==> config.mk <==
export PLATFORM = sky130hd
export DESIGN_NAME = hbd_queue
export DESIGN_NICKNAME = d
export VERILOG_FILES = /design/src/hw/rtl/hbd_queue.sv
export SDC_FILE = /design/constraint.sdc
export NUM_CORES = 1
export LEC_CHECK = 0
export BUFFER_PORTS_ARGS = -buffer_cell sky130_fd_sc_hd__buf_4
export CAP_MARGIN = 0
export CORE_ASPECT_RATIO = 1.2
export CORE_MARGIN = 2
export CORE_UTILIZATION = 48
export DETAILED_ROUTE_END_ITERATION = 8
export PLACE_DENSITY = 0.72
export SLEW_MARGIN = 20
export SYNTH_ARGS = -nofsm -noshare
export SYNTH_HDL_FRONTEND = slang
export SYNTH_SLANG_ARGS = --single-unit
export TNS_END_PERCENT = 1
==> constraint.sdc <==
create_clock -name clk -period 1.9 [get_ports clk]
set_clock_uncertainty 0.05 [all_clocks]
set_input_delay 0.38 -clock clk [delete_from_list [all_inputs] [get_ports clk]]
set_output_delay 0.38 -clock clk [all_outputs]
set_load 0.1 [all_outputs]
==> src/hw/rtl/hbd_queue.sv <==
// Two-entry queue between front end and decode engine.
module hbd_queue #(
	parameter int W = 8
) (
	input  logic         clk,
	input  logic         arst_n,
	input  logic         wr_valid,
	output logic         wr_ready,
	input  logic [W-1:0] wr_data,
	output logic         rd_valid,
	input  logic         rd_ready,
	output logic [W-1:0] rd_data
);

	logic [W-1:0] mem_q [2];
	logic         wp_q;
	logic         rp_q;
	logic [1:0]   cnt_q;
	logic         do_wr;
	logic         do_rd;

	assign wr_ready = (cnt_q != 2'd2);
	assign rd_valid = (cnt_q != 2'd0);
	assign rd_data  = mem_q[rp_q];
	assign do_wr    = wr_valid && wr_ready;
	assign do_rd    = rd_valid && rd_ready;

	always_ff @(posedge clk) begin
		if (do_wr) mem_q[wp_q] <= wr_data;
	end

	always_ff @(posedge clk or negedge arst_n) begin
		if (!arst_n) begin
			wp_q  <= 1'b0;
			rp_q  <= 1'b0;
			cnt_q <= 2'd0;
		end else begin
			if (do_wr) wp_q <= ~wp_q;
			if (do_rd) rp_q <= ~rp_q;
			cnt_q <= cnt_q + 2'(do_wr) - 2'(do_rd);
		end
	end

endmodule

Word-level counts from Yosys, hierarchy flattened

Memories as Yosys holds them, arrays and structs flattened.
Index checks and enable logic that the tools add are counted.

Bitwise gates (word level): 2
Equality and inequality tests: 1
Add/sub/neg operators: 2
Reduce and logical (&&, ||, !) cells: 3
Muxes and demuxes: 2

Operators with widths:

| operator             | number |
|---|---|
| $add A2 B1 Y2        | 1 |
| $logic_and A1 B1 Y1  | 2 |
| $mux W1              | 2 |
| $ne A2 B2 Y1 const B | 1 |
| $not A1 Y1           | 2 |
| $reduce_bool A2 Y1   | 1 |
| $sub A2 B1 Y2        | 1 |

Input bits: 12
Output and inout bits: 10
Register bits: 4
Memories kept: 1
Word-level logic and storage cells: 14
RAM bits: 16

Memory list:

| name  | depth | width | read ports | clocked after Yosys merged registers in | write ports | RTL line | RTL |
|---|---|---|---|---|---|---|---|
| mem_q | 2     | 8     | 1          | 0                                       | 1           | 15       | `logic [W-1:0] mem_q [2];` |

Depth between registers and ports, before layout

Gate-level depths: netlist of the first run.

Depth after elaboration: 4
Mapped depth: 7
Gate-level depth less buffers: 7

Least setup slack after synthesis of the first run

OpenSTA, ideal clock, no wires.

Kind: register to register
From: reg cnt_q[0]
To: reg cnt_q[1]
Cell stages (with the launch flop): 8
Setup slack: -0.416 ns
Path buffers: 0
Setup time: 0.123 ns
Arrival time: 2.144 ns
Clock period less this slack: 2.316 ns
Required time: 1.727 ns
Path through: dfrtp_1 -> nand2b_1 -> nand2_1 -> ha_1 -> inv_1 -> ha_1 -> xnor2_1 -> xnor2_1

Word-level cells in the longest chain between the ends: 4
Elaborated cells on any way between the ends: 6
Those cells by class: add/sub: 2; eq/ne: 1; reduce/logical: 3

RTL lines:

| what                   | RTL line | RTL |
|---|---|---|
| start, declared        | 18       | `logic [1:0] cnt_q;` |
| start signal, assigned | 40       | `cnt_q <= cnt_q + 2'(do_wr) - 2'(do_rd);` |
| $ne A2 B2 Y1           | 22       | `assign wr_ready = (cnt_q != 2'd2);` |
| named net wr_ready     | 8        | `output logic wr_ready,` |
| $logic_and A1 B1 Y1    | 25       | `assign do_wr = wr_valid && wr_ready;` |
| $add A2 B1 Y2          | 40       |  |
| $sub A2 B1 Y2          | 40       |  |

The timed path passes the listed nets, and every way through them passes these cells.
A chain may end at the register's enable or synchronous reset.

Worst setup path in the final report of the first run

From: reg rp_q
To: out rd_data[6]

Word-level cells in the longest chain between the ends: 1

RTL lines:

| what                   | RTL line | RTL |
|---|---|---|
| start, declared        | 17       | `logic rp_q;` |
| start signal, assigned | 39       | `if (do_rd) rp_q <= ~rp_q;` |
| $mem_v2 Z2 W8          | -        |  |
| end, declared          | 12       | `output logic [W-1:0] rd_data` |

No other way between the ends.

==> metrics.md, run 1 <==
| Metric | Value |
|---|---|
| Status | `completed` |
| Residual DRC count | `0` |
| CTS root buf | `clkbuf_4` |
| HP Class | `in2reg` |
| Syn_area_per_cell | `about 18 µm²` |
| Worst skew pair latency | `between 200 and 300 ps` |
| # port buffers | `21` |
| Mapped Cells | `42` |
| CP Max Fanout | `9` |
| Hold Path Depth | `1` |
| Most frequent cell after synthesis | `edfxtp_1` |
| Diode count | `0` |
| Relative max-transition margin | `~76%` |
| Total GRT Usage | `12.8%` |
| Total Wirelength | `roughly 1000 µm` |
| Final setup fails | `0` |
| Final worst path period share | `a little over nine tenths` |
| DP Area | `a little under 1000 µm²` |
| Post-route ant nets | `0` |
| Seq cells post-synth | `20` |
| Crit Path Class | `reg2out` |
| Most frequent cells after synthesis | `edfxtp_1, mux2_1, dfrtp_1` |
| First-pass GRT wire length | `around 1.6 mm` |
| TritonRoute pass-1 iters | `2` |
| Max-slew violation count | `0` |
| Post-synth top area cell | `edfxtp_1` |
| Max-Cap Viols | `0` |
| Total congestion overflow | `0` |
| Num ports | `22` |
| Critical Path RT | `between 1000 and 1500 ps` |
| Largest net degree at the start of global routing | `12` |
| Crit path launch type | `flop` |
| Top cell type's share of synthesized area | `just over 60%` |
| Syn_nets | `56` |
| Async S/R FF share, synth | `between 20% and 30%` |
| CTS buffer count | `3` |
| CTS tree | `built` |
| Setup TNS | `0 ps` |
| Crit path cell chain | `mux2_1 -> buf_4` |
| Synth Warn # | `0` |
| Worst Max-Slew Pin Slew | `353 ps` |
| Antenna violations before repair | `0` |
| Global-route track usage on met2 | `23.8%` |
| Setup crit end kind | `primary output` |
| Clock sink count | `20` |
| Crit path DAT | `between 1000 and 1500 ps` |
| Die ar. | `between 1500 and 2000 µm²` |
| Sequential element share of the synthesized area | `between 70 and 80%` |
| Top_reg_cell synth | `edfxtp_1` |
| CP max stage delay | `approximately 500 ps` |
| Met3 Use GR | `under 10%` |
| Wire per inst | `between 10 and 15 µm` |
| Starting DRC count in detailed routing | `1` |
| H-Tree Depth | `1` |
| Clock transition at the registers of the reported paths | `100 ps` |
| Final hold viol count | `0` |
| Vias per Instance | `4.79` |
| Slowest-stage cell, CP | `dfrtp_2` |
| Worst reg-to-reg path cell count | `7` |
| Max Freq | `about 0.56 GHz` |
| Crit path time final | `approximately 1800 ps` |
| GP Congestion | `~0.6` |
| Unrepaired setup endpoints after global routing | `false` |
| Area growth, synth to finish | `29.6%` |
| Dominant cells by area after synthesis | `edfxtp_1, dfrtp_1, mux2_1` |
| Gr busiest metal | `met2` |
| Die W | `slightly above 40 µm` |
| Clk buf depth | `2` |
| Met1 Use GR | `between 10% and 20%` |
| Total core area | `between 1000 and 1500 µm²` |
| DR vias | `about 410` |
| Initial core utilization | `~52%` |
| Number of global-route vias before repair | `~390` |
| Layout cells sized above 1 | `between 40% and 50%` |
| Rows | `15` |
| Yosys cell types | `14` |
| EDFF count, synth | `16` |
| DP Wirelength | `between 700 and 800 µm` |
| Mapped cell area | `between 700 and 800 µm²` |
| Final Cell Area | `around 1000 µm²` |
| Nets@finish | `83` |
| Die height | `between 40 and 50 µm` |
-- worst max-delay path, delay by kind of cell (launching register included) --
| kind | cells | cell delay (ps) |
|---|---|---|
| flip-flops | 1 | 500 |
| multiplexers | 1 | 350 |
| buffers and inverters | 1 | 240 |
-- flip-flops by register name, indices dropped and copies added (netlist names) --
| signal | count |
|---|---|
| rp_q | 1 |
| mem_q | 16 |
| cnt_q | 2 |
| wp_q | 1 |
-- final cells by class --
class                      instances  area (µm²)
clock buffer                       3        22.5
clock inverter                     1        3.75
fill                             108         479
inverter                           1        3.75
multi-input combinational         20         195
sequential                        20         582
tap                               17        21.3
timing repair buffer              23         175
-- placed cells by master (no fill, tap or decap) --
cell,count
and3_1,1
xnor2_1,3
mux2_1,8
nand2_1,1
ha_1,2
inv_1,1
clkinv_1,1
nor2_1,1
clkbuf_4,3
dfrtp_1,3
dlygate4sd3_1,1
dfrtp_2,1
buf_4,22
nand2b_4,1
edfxtp_1,16
or2_4,1
xor2_1,1
and2_4,1
-- through the flow --
step	utilization, %	hold slack, ps	instances	setup WS (ps)
global route	67.7	197	85	0.167
detailed placement	65.1	134	80	142
global placement	65.1	131	80	162
CTS	67.7	211	85	72.5
floorplan	-	34.4	42	9.21
finish	67.7	220	85	104
-- final timing paths --
kind	from	end	slack [ps]
worst min register to register	wp_q	wp_q	460
worst max-delay path	rp_q	rd_data[6]	100
worst max register to register	cnt_q[1]	cnt_q[1]	140
worst min-delay path	wr_data[3]	mem_q[0][3]	220
min in group asynchronous	arst_n	wp_q	360
max in group asynchronous	arst_n	rp_q	1310
-- layer usage --
layer,up-vias,share of wire [%]
met5,-,0
met4,0,0.40
met3,2,6.1
met2,15,57
met1,184,36
li1,206,-
-- repair_timing --
action                                 4_1_cts  5_1_grt
hold buffers                                 1        0
endpoints found under the hold margin        4        0
buffers inserted                             0        0
resized for setup                            1        0
setup endpoints to repair                    8        0
-- logic make-up after synthesis --
group	after synthesis	share of synthesized area [%]
adder cells (fa/ha/maj)	2	3.23
AND/OR/NAND/NOR	6	4.52
XOR/XNOR	4	4.52
multiplexers	8	11.6
flip-flops	20	75.0
buffers and inverters	2	1.13
Power of run 1 is not shown: default switching activity piles up to over one toggle a cycle in this logic, so the estimate is an artifact.
==> inputs of run 2 (changes only) <==
ABC_AREA = 1   (was not set)
CORE_UTILIZATION = 49   (was 48)
==> run 2 against run 1 <==
Wire length increased by 27%. Synthesized area increased by 6.9%. Register-to-register slack improved by 320 ps. Die area increased by 4.3%. Sequential cell count unchanged. Utilization decreased by 0.96 points. Critical path depth increased by 2. First-iteration DRC count increased to 22 times the previous value. Worst setup slack improved by 30 ps. Global-route usage increased by 1.1 points. Critical endpoint unchanged.
==> metrics.md, run 2 <==
| Metric | Value |
|---|---|
| Setup TNS | `0 ps (unchanged)` |
| Fill cell count | `129 (+19%)` |
| CP dominant cell by count | `nand2_1` |
| Initial core utilization | `51.7% (-0.52 points)` |
| CP max stage delay | `500 ps (about the same)` |
| Crit path cell chain | `inv_4 -> nand2_1 -> nand2_1 -> buf_4` |
| Area growth, synth to finish | `29.0%` |
| # port buffers | `21 (unchanged)` |
| Number of global-route vias before repair | `510 (+32%)` |
| Post-route ant nets | `0 (unchanged)` |
| Most frequent cells in the layout | `nand2_1, buf_4, edfxtp_1, inv_1, nand2_2` |
| Async S/R FF share, synth | `20.0% (unchanged)` |
| Max Freq | `0.566 GHz (+1.7%)` |
| Mapped Cells | `73 (+74%)` |
| Layout cells sized above 1 | `34.3% (-8.3 points)` |
| Reg with most FFs | `mem_q` |
| Critical Path RT | `1470 ps (about the same)` |
| Diode count | `0 (unchanged)` |
| H-Tree Depth | `1 (unchanged)` |
| Hold Path Origin | `wr_data[5]` |
| EDFF count, synth | `16 (unchanged)` |
| Num ports | `22 (unchanged)` |
| Register area | `582 µm² (unchanged)` |
| Top_reg_cell synth | `edfxtp_1` |
| Residual DRC count | `0 (unchanged)` |
| Worst r2r src | `cnt_q[0]` |
| Largest net degree at the start of global routing | `13 (+1)` |
| Setup crit end | `rd_data[6]` |
| Most frequent cells after synthesis | `nand2_1, edfxtp_1, inv_1` |
| Final hold viol count | `0 (unchanged)` |
| Max-slew violation count | `0 (unchanged)` |
| Max-Cap Viols | `0 (unchanged)` |
| Final worst path period share | `92.9% (-1.6 points)` |
| DR vias | `548 (+35%)` |
| Total Wirelength | `1.27 mm (+27%)` |
| Worst skew pair latency | `290 ps (about the same)` |
| R2R Setup Slk | `460 ps (+320 ps)` |
| Unrepaired setup endpoints after global routing | `false` |
| Critical R2R Capture | `cnt_q[1]` |
| DP Wirelength | `974 µm (+22%)` |
| Slowest-stage cell, CP | `dfrtp_2` |
| Relative max-transition margin | `78.3% (+1.9 points)` |
| Sequential element share of the synthesized area | `70.1% (-4.9 points)` |
| Worst Max-Slew Pin Slew | `325 ps (-28.3 ps)` |
| Dominant cells by area after synthesis | `edfxtp_1, nand2_1, dfrtp_1` |
| Wire per inst | `10.8 µm (-7.7%)` |
| Crit Path Class | `reg2out` |
| Crit path DAT | `1340 ps (-30 ps)` |
| Total congestion overflow | `0 (unchanged)` |
| Total core area | `1600 µm² (+8.0%)` |
| Crit path launch type | `flop` |
| Die W | `41.5 µm (+2.1%)` |
| CP Max Fanout | `10 (+1)` |
| Clk buf depth | `2 (unchanged)` |
| Top cell type's share of synthesized area | `58.0% (-4.0 points)` |
| CTS tree | `built` |
| Syn_area_per_cell | `11.3 µm² (-38%)` |
| Vias per Instance | `4.68 (-2.2%)` |
| Synth Warn # | `0 (unchanged)` |
| Max reg flops | `16 (unchanged)` |
| Status | `completed` |
| TritonRoute pass-1 iters | `5 (+3)` |
| Yosys cell types | `12 (-2)` |
| GP Congestion | `0.774 (+28%)` |
| Total GRT Usage | `14.0% (+1.1 points)` |
| Setup crit end kind | `primary output` |
| CTS buffer count | `3 (unchanged)` |
| Multi-input gate area | `200 µm² (+2.6%)` |
| Most frequent cell after synthesis | `nand2_1` |
| Mapped cell area | `828 µm² (+6.9%)` |
| Hold_ws | `209 ps (-11.3 ps)` |
| Rows | `16 (+1)` |
| Clock sink count | `20 (unchanged)` |
| Die ar. | `2040 µm² (+4.3%)` |
| Commonest non-fill, non-tap cell in the layout | `nand2_1` |
| CTS root buf | `clkbuf_4` |
| Post-synth top area cell | `edfxtp_1` |
| Clock transition at the registers of the reported paths | `110 ps (about the same)` |
| Worst reg-to-reg path cell count | `10 (+3)` |
| Crit path time final | `1770 ps (-30.2 ps)` |
| Syn_nets | `87 (+55%)` |
| Die height | `49.0 µm (+2.2%)` |
| Starting DRC count in detailed routing | `22 (+21)` |
| Largest regs | `mem_q x16, cnt_q x2` |
| Antenna violations before repair | `0 (unchanged)` |
| Seq cells post-synth | `20 (unchanged)` |
| Critical path origin | `rp_q` |
| Total setup buffers inserted after CTS | `0 (unchanged)` |
| Final setup fails | `0 (unchanged)` |
| First-pass GRT wire length | `2.11 mm (+36%)` |
| Nets@finish | `114 (+37%)` |
| HP Class | `in2reg` |
==> run 2: changes by cell type after synthesis, sizes merged, moves of 3 or more <==
| cell | change |
|---|---|
| nand3 | +3 |
| inv | +8 |
| mux2 | -8 |
| nand2 | +36 |
| xnor2 | -3 |
==> run 2: kinds of logic (layout without fill, tap and decap cells) <==
group	after synthesis	in the layout	synth area share (%)
simple gates	41	41	21.1
flops	20	20	70.1
buf+inv	10	36	5.74
fa+ha+maj	2	2	3.02
==> run 2: worst min-delay path by stage <==
| stage | endpoint | slack [ps] | cells after the start |
|---|---|---|---|
| 2_1_floorplan | cnt_q[0] | 30 | 0 |
| 3_3_place_gp | cnt_q[0] | 130 | 1 |
| 3_5_place_dp | cnt_q[0] | 130 | 1 |
| 4_1_cts | mem_q[0][5] | 200 | 1 |
| 5_1_grt | mem_q[0][2] | 190 | 1 |
| 6_report | mem_q[0][5] | 210 | 1 |
==> run 2: final cells by class <==
type,instances,area share (%)
inverter,9,3.40
tap,18,2.11
clock buffer,3,2.11
clock inverter,1,2.81
sequential,20,54.4
multi-input combinational,43,18.7
timing repair buffer,23,16.4
==> run 2: worst max-delay path: cells and delay by family (launching register included) <==
family / cells / cell delay, ps
flops: 1 / 500
buf+inv: 2 / 410
simple gates: 2 / 140
==> run 2: per-stage QoR <==
step	area, µm²	std cells	setup slack, ps	util, %
2_1_floorplan	828	73	152	-
5_1_grt	1070	117	60.6	66.7
6_report	1070	117	134	66.7
3_5_place_dp	1000	112	407	62.7
3_3_place_gp	1000	112	427	62.7
4_1_cts	1070	117	69.0	66.6
==> run 2: what timing repair did <==
action | in CTS | in global routing
hold endpoints to repair | 4 | 0
hold buffers | 1 | 0
gates resized for setup | 0 | 1
endpoints found under the setup margin | 0 | 3
==> run 2: routing by layer <==
metal / up-vias / wire (µm) / GRT usage [%]
met3: 0 / 58 / 4.07
met4: 0 / 0 / 4.84
met5: - / 0 / 0
met1: 252 / 549 / 16.8
li1: 284 / - / -
met2: 12 / 659 / 23.7
Power of run 2 is left out for the same reason.
