File: config.mk
export PLATFORM = sky130hd
export DESIGN_NAME = hbd_front
export DESIGN_NICKNAME = d
export VERILOG_FILES = /design/src/hw/rtl/hbd_pkg.sv /design/src/hw/rtl/hbd_front.sv
export SDC_FILE = /design/constraint.sdc
export NUM_CORES = 1
export LEC_CHECK = 0
export BUFFER_PORTS_ARGS = -buffer_cell sky130_fd_sc_hd__clkbuf_2
export CAP_MARGIN = 20
export CORE_MARGIN = 4
export CORE_UTILIZATION = 25
export DETAILED_ROUTE_END_ITERATION = 8
export PLACE_DENSITY = 0.72
export SETUP_SLACK_MARGIN = 0.5
export SLEW_MARGIN = 20
export SYNTH_ARGS = -nofsm -noshare
export SYNTH_HDL_FRONTEND = slang
export SYNTH_SLANG_ARGS = --single-unit
File: constraint.sdc
create_clock -name vclk -period 3
set_input_delay 0.75 -clock vclk [all_inputs]
set_output_delay 0.75 -clock vclk [all_outputs]
set_load 0.05 [all_outputs]
File: src/hw/rtl/hbd_pkg.sv
// Shared types, codes and defaults of the Huffman table bit decoder.
package hbd_pkg;

	localparam int DefTableEntries = 256;
	localparam int DefMaxCodeLen   = 32;
	localparam int BitsPerByte     = 8;

	// input kinds carried on s_tuser
	localparam logic [1:0] MODE_CLEAR = 2'd0;
	localparam logic [1:0] MODE_LOAD  = 2'd1;
	localparam logic [1:0] MODE_DATA  = 2'd2;
	localparam logic [1:0] MODE_NONE  = 2'd3;  // unused, ignored

	// result status carried on m_tuser
	localparam logic [1:0] ST_SYMBOL   = 2'd0;
	localparam logic [1:0] ST_OVERFLOW = 2'd1;
	localparam logic [1:0] ST_FULL     = 2'd2;

	typedef enum logic [1:0] {
		OP_CLEAR = 2'd0,
		OP_LOAD  = 2'd1,
		OP_DATA  = 2'd2
	} op_t;

	typedef struct packed {
		logic [7:0] sym;
		logic [1:0] status;
	} res_t;

	typedef struct packed {
		logic idle;
		logic holding;
		logic count_over;
		logic len_over;
	} eng_stat_t;

endpackage

File: src/hw/rtl/hbd_front.sv
// Front end: classifies input transactions, masks load codes, drops no-ops.
module hbd_front import hbd_pkg::*; #(
	parameter int MaxCodeLen = DefMaxCodeLen,
	localparam int LW = $clog2(MaxCodeLen + 1),
	localparam int KW = MaxCodeLen
) (
	input  logic          in_valid,
	output logic          in_ready,
	input  logic [1:0]    mode,
	input  logic [7:0]    entry_symbol,
	input  logic [5:0]    code_length,
	input  logic [31:0]   code_bits,
	input  logic [7:0]    data_byte,
	output logic          push_valid,
	input  logic          push_ready,
	output op_t           push_op,
	output logic [7:0]    push_sym,
	output logic [LW-1:0] push_len,
	output logic [KW-1:0] push_code,
	output logic [7:0]    push_byte
);

	logic        len_ok;
	logic        keep;
	logic [63:0] code_ext;

	assign len_ok   = (code_length != 6'd0) && (int'(code_length) <= MaxCodeLen);
	assign code_ext = 64'(code_bits);

	always_comb begin
		unique case (mode)
			MODE_CLEAR: begin
				push_op = OP_CLEAR;
				keep    = 1'b1;
			end
			MODE_LOAD: begin
				push_op = OP_LOAD;
				keep    = len_ok;
			end
			MODE_DATA: begin
				push_op = OP_DATA;
				keep    = 1'b1;
			end
			default: begin
				push_op = OP_CLEAR;
				keep    = 1'b0;
			end
		endcase
	end

	// bits above the code length are ignored
	always_comb begin
		for (int i = 0; i < KW; i++) begin
			push_code[i] = code_ext[i] && (i < int'(code_length));
		end
	end

	assign push_sym   = entry_symbol;
	assign push_len   = LW'(code_length);
	assign push_byte  = data_byte;
	assign push_valid = in_valid && keep;
	// every item, dropped or kept, is taken only when the queue has room
	assign in_ready   = push_ready;

endmodule

### Word level (Yosys, flattened, before mapping)

Index checks and enable logic that the tools add are counted.

* equality and inequality tests: 2
* shifts and indexed selects: 0
* multiply operators: 0
* add/sub/neg operators: 0
* reduce and logical (&&, ||, !) cells: 37
* muxes and demuxes: 2
* bitwise operators: 0
* divide/modulo/power cells: 0
* magnitude comparators: 33

Operator list (count)
* 5-bit by 6-bit < comparator with 1-bit output (first input constant): 16
* 4-bit by 6-bit < comparator with 1-bit output (first input constant): 8
* 1-bit logical AND: 34
* 3-bit by 6-bit < comparator with 1-bit output (first input constant): 4
* 1-bit by 6-bit < comparator with 1-bit output (first input constant): 2
* 2-bit by 6-bit < comparator with 1-bit output (first input constant): 2
* 6-bit less-or-equal comparator (second input constant): 1
* 6-bit nonzero test: 1
* 2-bit case mux with 2 select lines: 1
* 2-bit by 1-bit == test with 1-bit output (second input constant): 1
* 2-bit == test (second input constant): 1
* 2-bit logical NOT: 1
* 1-bit case mux with 2 select lines: 1
* 2-bit OR reduction: 1

* memories kept: 0
* register bits after elaboration: 0
* logic and storage cells: 74
* bits in latches: 0
* input bits: 58
* output and inout bits: 58
* RAM bits: 0
* ROM bits: 0

### Logic depth before layout (Yosys ltp)

Gate-level depths: netlist of run 1.

* word-level depth: 4
* gate-level depth with buffers: 5
* gate-level depth less buffers: 3

### Least setup slack after synthesis of run 1

OpenSTA, ideal clock, no wires.

* path type: in2out
* start point: input port code_length[3]
* end point: output port push_code[27]
* arrival time: 2379 ps
* required time: 2250 ps
* buffers on the path: 2
* path slack: -129 ps
* stages: 4
* path through: buf_2 -> buf_2 -> nand3_1 -> a21boi_0

* cells in the longest elaborated chain, start to end: 2

RTL lines
* from (decl): line hbd_front.sv:11 `input logic [5:0] code_length,`
* 5-bit by 6-bit < comparator with 1-bit output: line hbd_front.sv:54 `push_code[i] = code_ext[i] && (i < int'(code_length));`
* 1-bit logical AND: line hbd_front.sv:54
* to (decl): line hbd_front.sv:19 `output logic [KW-1:0] push_code,`

Every way passes these cells.

### Worst setup path after layout of run 1

* start point: input port code_length[3]
* end point: output port push_valid

* cells in the longest elaborated chain, start to end: 4
* elaborated cells on any way between the ends: 5
* those cells by class: order compare (1); mux (1); reduce/logical (3)

RTL lines
* 6-bit less-or-equal comparator / 6-bit nonzero test (equally long branches): line hbd_front.sv:27 `assign len_ok = (code_length != 6'd0) && (int'(code_length) <= MaxCodeLen);`
* 1-bit logical AND (*): line hbd_front.sv:27
* 1-bit case mux with 2 select lines (*): line hbd_front.sv:31 `unique case (mode)`
* 1-bit logical AND (*): line hbd_front.sv:61 `assign push_valid = in_valid && keep;`
* to (decl): line hbd_front.sv:14 `output logic push_valid,`

Every way passes the cells marked *; elsewhere a longest branch is shown, timed or not.

==> impl_metrics.env, run 1 <==
export IMPL_track_usage=0.1241
export IMPL_yosysUniqueCellTypes=25
export IMPL_antenna_found_initial=0
export IMPL_synthesis_nets=169
export IMPL_syn_to_final_growth_pct=62.32
export IMPL_met2WireLength_microns=1278
export IMPL_critPathMaxFanout=18
export IMPL_min_to="push_sym[5]"
export IMPL_worst_slew_pin_transition_ps=291.2
export IMPL_grt_overflow_total=0
export IMPL_report_final_hold_viol_count=0
export IMPL_netlist_instances=111
export IMPL_first_global_vias=847
export IMPL_dpl_instance_area_sq_mm=0.001022
export IMPL_buffer_ports_inserted=82
export IMPL_drc=0
export IMPL_routed_via_count=929
export IMPL_dp_hpwl_microns=2119
export IMPL_antenna_cells_inserted=0
export IMPL_slew_headroom=0.8038
export IMPL_design_portCount=116
export IMPL_synth_area_leader_cell="buf_4"
export IMPL_peak_freq_mhz=403.1
export IMPL_pwr_cell_area_mw_per_mm2=243.6
export IMPL_detail_route_antenna_nets=0
export IMPL_status="finished clean"
export IMPL_drive_gt1_frac=0.6946
export IMPL_core_area_sq_mm=0.002734
export IMPL_via_per_inst=4.692
export IMPL_critPathArrivalTime_ps=1730
export IMPL_cts_hold_buffers=0
export IMPL_design_die_area_sq_mm=0.003760
export IMPL_filler_cell_count=296
export IMPL_worstPathRequired_ps=2250
export IMPL_final_critical_path_setup_slack_ps=519.4
export IMPL_finalCoreUtilization=0.4220
export IMPL_fp_dieW_microns=61.32
export IMPL_timing_final_crit_share=0.8269
export IMPL_detail_route_wirelength_microns=2566
export IMPL_drt_pass_1_iters=4
export IMPL_yosys_warnings=0
export IMPL_worst_hold_path_num_cells=0
export IMPL_syn_area_per_cell_sq_um=6.403
export IMPL_worst_hold_path_type="input pin to output pin"
export IMPL_final_setup_viol_count=0
export IMPL_grt_max_degree=19
export IMPL_routabilityCongestion=0.6619
export IMPL_drt_iter0_markers=10
export IMPL_startpoint_type="input pin"
export IMPL_fin_area_sq_mm=0.001154
export IMPL_synth_top_area_share=0.2535
export IMPL_max_cap_violations=0
export IMPL_yosys_top_cells_area="buf_4, a21boi_0, o21a_1"
export IMPL_die_height_microns=61.32
export IMPL_std_cell_rows=19
export IMPL_finalNetCount=227
export IMPL_summed_negative_setup_slack_over_all_endpoints_ps=0
export IMPL_min_from="entry_symbol[5]"
export IMPL_route_detailed_wl_per_inst_microns=12.96
export IMPL_rsz0062_at_grt="true"
export IMPL_period_minus_slack_ps=2481
export IMPL_dr_wl_met3_microns=247
export IMPL_p_leak_nw=0.5966
export IMPL_area_sequential_sq_um=0
export IMPL_timing_max_transition_violations_final=0
export IMPL_grt_first_pass_wirelength_microns=3739
export IMPL_start_util=0.2600
export IMPL_post_route_met1_wirelength_microns=1009
export IMPL_dp_worst_setup_slack_ps=230.4
export IMPL_synth_seq_area_share=0
export IMPL_critical_path_class="input pin to output pin"
export IMPL_worst_setup_path_end_kind="output pin"
export IMPL_number_of_clock_buffer_instances_in_the_layout=0
export IMPL_vdd_ir_max_mv=0.1041
export IMPL_top_layer_used="met4"
export IMPL_p_total_mw=0.2810
export IMPL_n_sequential_cell=0
export IMPL_netlist_area_sq_um=710.7
area by class of cell:
cell class	instances	area [sq um]	area share
tap	31	38.79	0.03362
inverter	3	11.26	0.009761
multi-input combinational	76	574.3	0.4978
timing repair buffer	88	529.3	0.4588
cells in the final DEF (no fill, tap or decap), drive strengths merged, types with 2 or more instances in the layout:
cell,count
and2,7
o21ai,8
buf,15
nor2b,5
nand3,3
o21a,6
a21oi,4
nor3,2
a21boi,14
nor4,3
clkbuf,73
nor2,10
nand2,6
inv,3
critical path: stages:
cell and delay, ps:
clkbuf_16 160, nor4_4 330, nor4_1 80, a211o_1 250
buf_8 160
cells in the mapped netlist:
master / n
o31ai_1: 1
nand2_1: 6
nor4_4: 1
nand4_1: 1
nand2b_1: 1
a211oi_1: 1
or2_0: 1
a211o_1: 1
o21ai_0: 8
o21a_1: 6
clkbuf_2: 1
nor2b_1: 5
buf_2: 5
buf_4: 24
nand3_1: 3
inv_1: 3
a21boi_0: 14
and2_1: 7
buf_6: 2
nor2_1: 10
nor4_1: 2
o32ai_1: 1
nor3_1: 2
o41a_1: 1
a21oi_1: 4
metrics by stage:
step	std cells	hold slack (ps)
3_5_place_dp	197	1500
6_report	198	1500
2_1_floorplan	111	1667
5_1_grt	198	1500
4_1_cts	198	1500
3_3_place_gp	197	1500
metal layers:
| layer | up-vias | global-route usage |
|---|---|---|
| met1 | 398 | 0.1590 |
| met2 | 55 | 0.2236 |
| met5 | - | 0 |
| met4 | 0 | 0.01548 |
| met3 | 6 | 0.01887 |
| li1 | 470 | - |
logic make-up (layout without fill, tap and decap cells):
kind of cell / after synthesis / after routing / synth area share
AO/OA/AOI/OAI: 37 / 37 / 0.3574
buffers and inverters: 35 / 91 / 0.3433
AND/OR/NAND/NOR: 39 / 39 / 0.2993
power breakdown:
group          switching [mW]  internal, mW  total, mW
clock                       0             0          0
sequential                  0             0          0
combinational           0.193        0.0877      0.281
total                   0.193        0.0877      0.281
worst max path at each step:
stage / cells after the start / slack, ps / start / to
floorplan: 4 / 290 / code_length[3] / push_code[20]
global placement: 5 / 300 / code_length[3] / push_valid
detailed placement: 5 / 230 / code_length[5] / push_code[2]
CTS: 5 / 490 / code_length[5] / push_code[2]
global route: 5 / 460 / code_length[3] / push_valid
finish: 5 / 520 / code_length[3] / push_valid
what timing repair did:
| item | CTS | global route |
|---|---|---|
| resized for setup | 24 | 21 |
| setup buffers | 1 | 0 |
| endpoints found under the setup margin | 30 | 24 |
| pin swaps | 1 | 1 |
No activity file was read; power rests on OpenSTA's default activity.
==> run 2, diff against run 1 <==
--- a/config.mk
+++ b/config.mk
@@ -10,7 +10,7 @@
 export CORE_MARGIN = 4
 export CORE_UTILIZATION = 25
 export DETAILED_ROUTE_END_ITERATION = 8
-export PLACE_DENSITY = 0.72
+export PLACE_DENSITY = 0.75
 export SETUP_SLACK_MARGIN = 0.5
 export SLEW_MARGIN = 20
 export SYNTH_ARGS = -nofsm -noshare
==> constraint.sdc (replaced) <==
create_clock -name vclk -period 2
set_input_delay 0.5 -clock vclk [all_inputs]
set_output_delay 0.5 -clock vclk [all_outputs]
set_load 0.05 [all_outputs]
==> impl_metrics.env, run 2 (synthesis gave the netlist of run 1 again) <==
export IMPL_status="finished with violations"
export IMPL_failed_checks="setup timing"
export IMPL_antenna_cells_inserted=0
export IMPL_detail_route_antenna_nets=0
export IMPL_crit_top_cell="clkbuf_16"
export IMPL_grt_first_pass_wirelength_microns=8383
export IMPL_route_detailed_wl_per_inst_microns=31.17
export IMPL_p_leak_nw=1.183
export IMPL_multi_input_comb_area_sq_mm=0.001003
export IMPL_dpl_instance_area_sq_mm=0.001558
export IMPL_design_die_area_sq_mm=0.003760
export IMPL_dp_hpwl_microns=2469
export IMPL_cp_slowest_stage_delay_ps=350
export IMPL_most_common_layout_cells="clkbuf_2, buf_8, clkbuf_16"
export IMPL_grt_max_degree=9
export IMPL_startpoint_type="input pin"
export IMPL_worstPathRequired_ps=1500
export IMPL_worst_hold_path_type="input pin to output pin"
export IMPL_peak_freq_mhz=475.0
export IMPL_drive_gt1_frac=0.9703
export IMPL_cts_hold_buffers=0
export IMPL_vdd_ir_max_mv=0.3045
export IMPL_rsz0062_at_grt="true"
export IMPL_die_height_microns=61.32
export IMPL_pwr_cell_area_mw_per_mm2=325.2
export IMPL_fp_dieW_microns=61.32
export IMPL_area_sequential_sq_um=0
export IMPL_drc=0
export IMPL_number_of_clock_buffer_instances_in_the_layout=0
export IMPL_cp_num_buf_inv=3
export IMPL_n_sequential_cell=0
export IMPL_std_cell_rows=19
export IMPL_layout_cells_most_common="clkbuf_2"
export IMPL_critical_path_class="input pin to output pin"
export IMPL_worst_setup_path_end_kind="output pin"
export IMPL_design_portCount=116
export IMPL_grt_overflow_total=0
export IMPL_via_per_inst=5.901
export IMPL_timing_critical_path_slowest_stage_cell="nor4_4"
export IMPL_first_global_vias=1513
export IMPL_start_util=0.2600
export IMPL_fin_area_sq_mm=0.002608
export IMPL_drt_iter0_markers=69
export IMPL_timing_final_crit_share=1.053
export IMPL_worst_slew_pin_transition_ps=300.7
export IMPL_filler_cell_count=62
export IMPL_slew_headroom=0.7981
export IMPL_critPathMaxFanout=4
export IMPL_report_final_hold_viol_count=0
export IMPL_track_usage=0.3112
export IMPL_whs_ps=1000
export IMPL_timing_max_transition_violations_final=0
export IMPL_drt_pass_1_iters=4
export IMPL_routed_via_count=1375
export IMPL_antenna_found_initial=0
export IMPL_finalNetCount=262
export IMPL_period_minus_slack_ps=2105
export IMPL_detail_route_wirelength_microns=7262
export IMPL_syn_to_final_growth_pct=266.9
export IMPL_final_setup_viol_count=7
export IMPL_routabilityCongestion=0.7421
export IMPL_final_critical_path_setup_slack_ps=-105.4
export IMPL_buffer_ports_inserted=82
export IMPL_critPathArrivalTime_ps=1610
export IMPL_path_cells="clkbuf_16 > nor4_4 > buf_4 > nor2_2 > o21a_4 > clkbuf_16"
export IMPL_critPathTopFamily="buffers and inverters"
export IMPL_core_area_sq_mm=0.002734
export IMPL_max_cap_violations=0
[run 2: cell type report]
class / count / share of cell area
inverters: 3 / 0.005758
multi-input cells: 76 / 0.3848
well taps: 31 / 0.01488
repair buffers: 123 / 0.5945
[run 2: final timing paths]
kind	depth (start not counted)	from	slack, ps	endpoint
worst max-delay path	6	code_length[2]	-110	push_code[16]
worst min-delay path	0	data_byte[3]	1000	push_byte[3]
[run 2: per-layer routing]
metal	share of wire	vias to the layer above	track usage
met4	0.061	0	0.1146
met3	0.10	38	0.09853
met5	0	-	0
met2	0.50	145	0.5453
met1	0.34	644	0.3507
li1	-	548	-
[run 2: per-stage QoR]
| stage | total power, mW | cells | utilization | worst slack, ps | TNS, ps |
|---|---|---|---|---|---|
| after CTS | 0.7375 | 229 | 0.8920 | -28.58 | -37.39 |
| after global routing | 0.8622 | 233 | 0.9538 | -108.3 | -433.0 |
| after global placement | 0.5175 | 220 | 0.5698 | -65.18 | -386.1 |
| after detailed placement | 0.5221 | 220 | 0.5698 | -72.11 | -634.2 |
| after floorplan | 0.4788 | 111 | - | 84.71 | 0 |
| final | 0.8479 | 233 | 0.9538 | -105.4 | -286.0 |
[run 2: timing repair]
| item | in CTS | in global routing |
|---|---|---|
| gates resized for setup | 156 | 49 |
| gates cloned | 0 | 0 |
| buffers inserted | 9 | 4 |
| setup endpoints to repair | 40 | 37 |
| pin swaps | 24 | 16 |
[run 2: where the power goes]
part	leakage [nW]	switching, mW	internal (mW)
clock	0	0	0
sequential	0	0	0
combinational	1.18	0.447	0.401
total	1.18	0.447	0.401
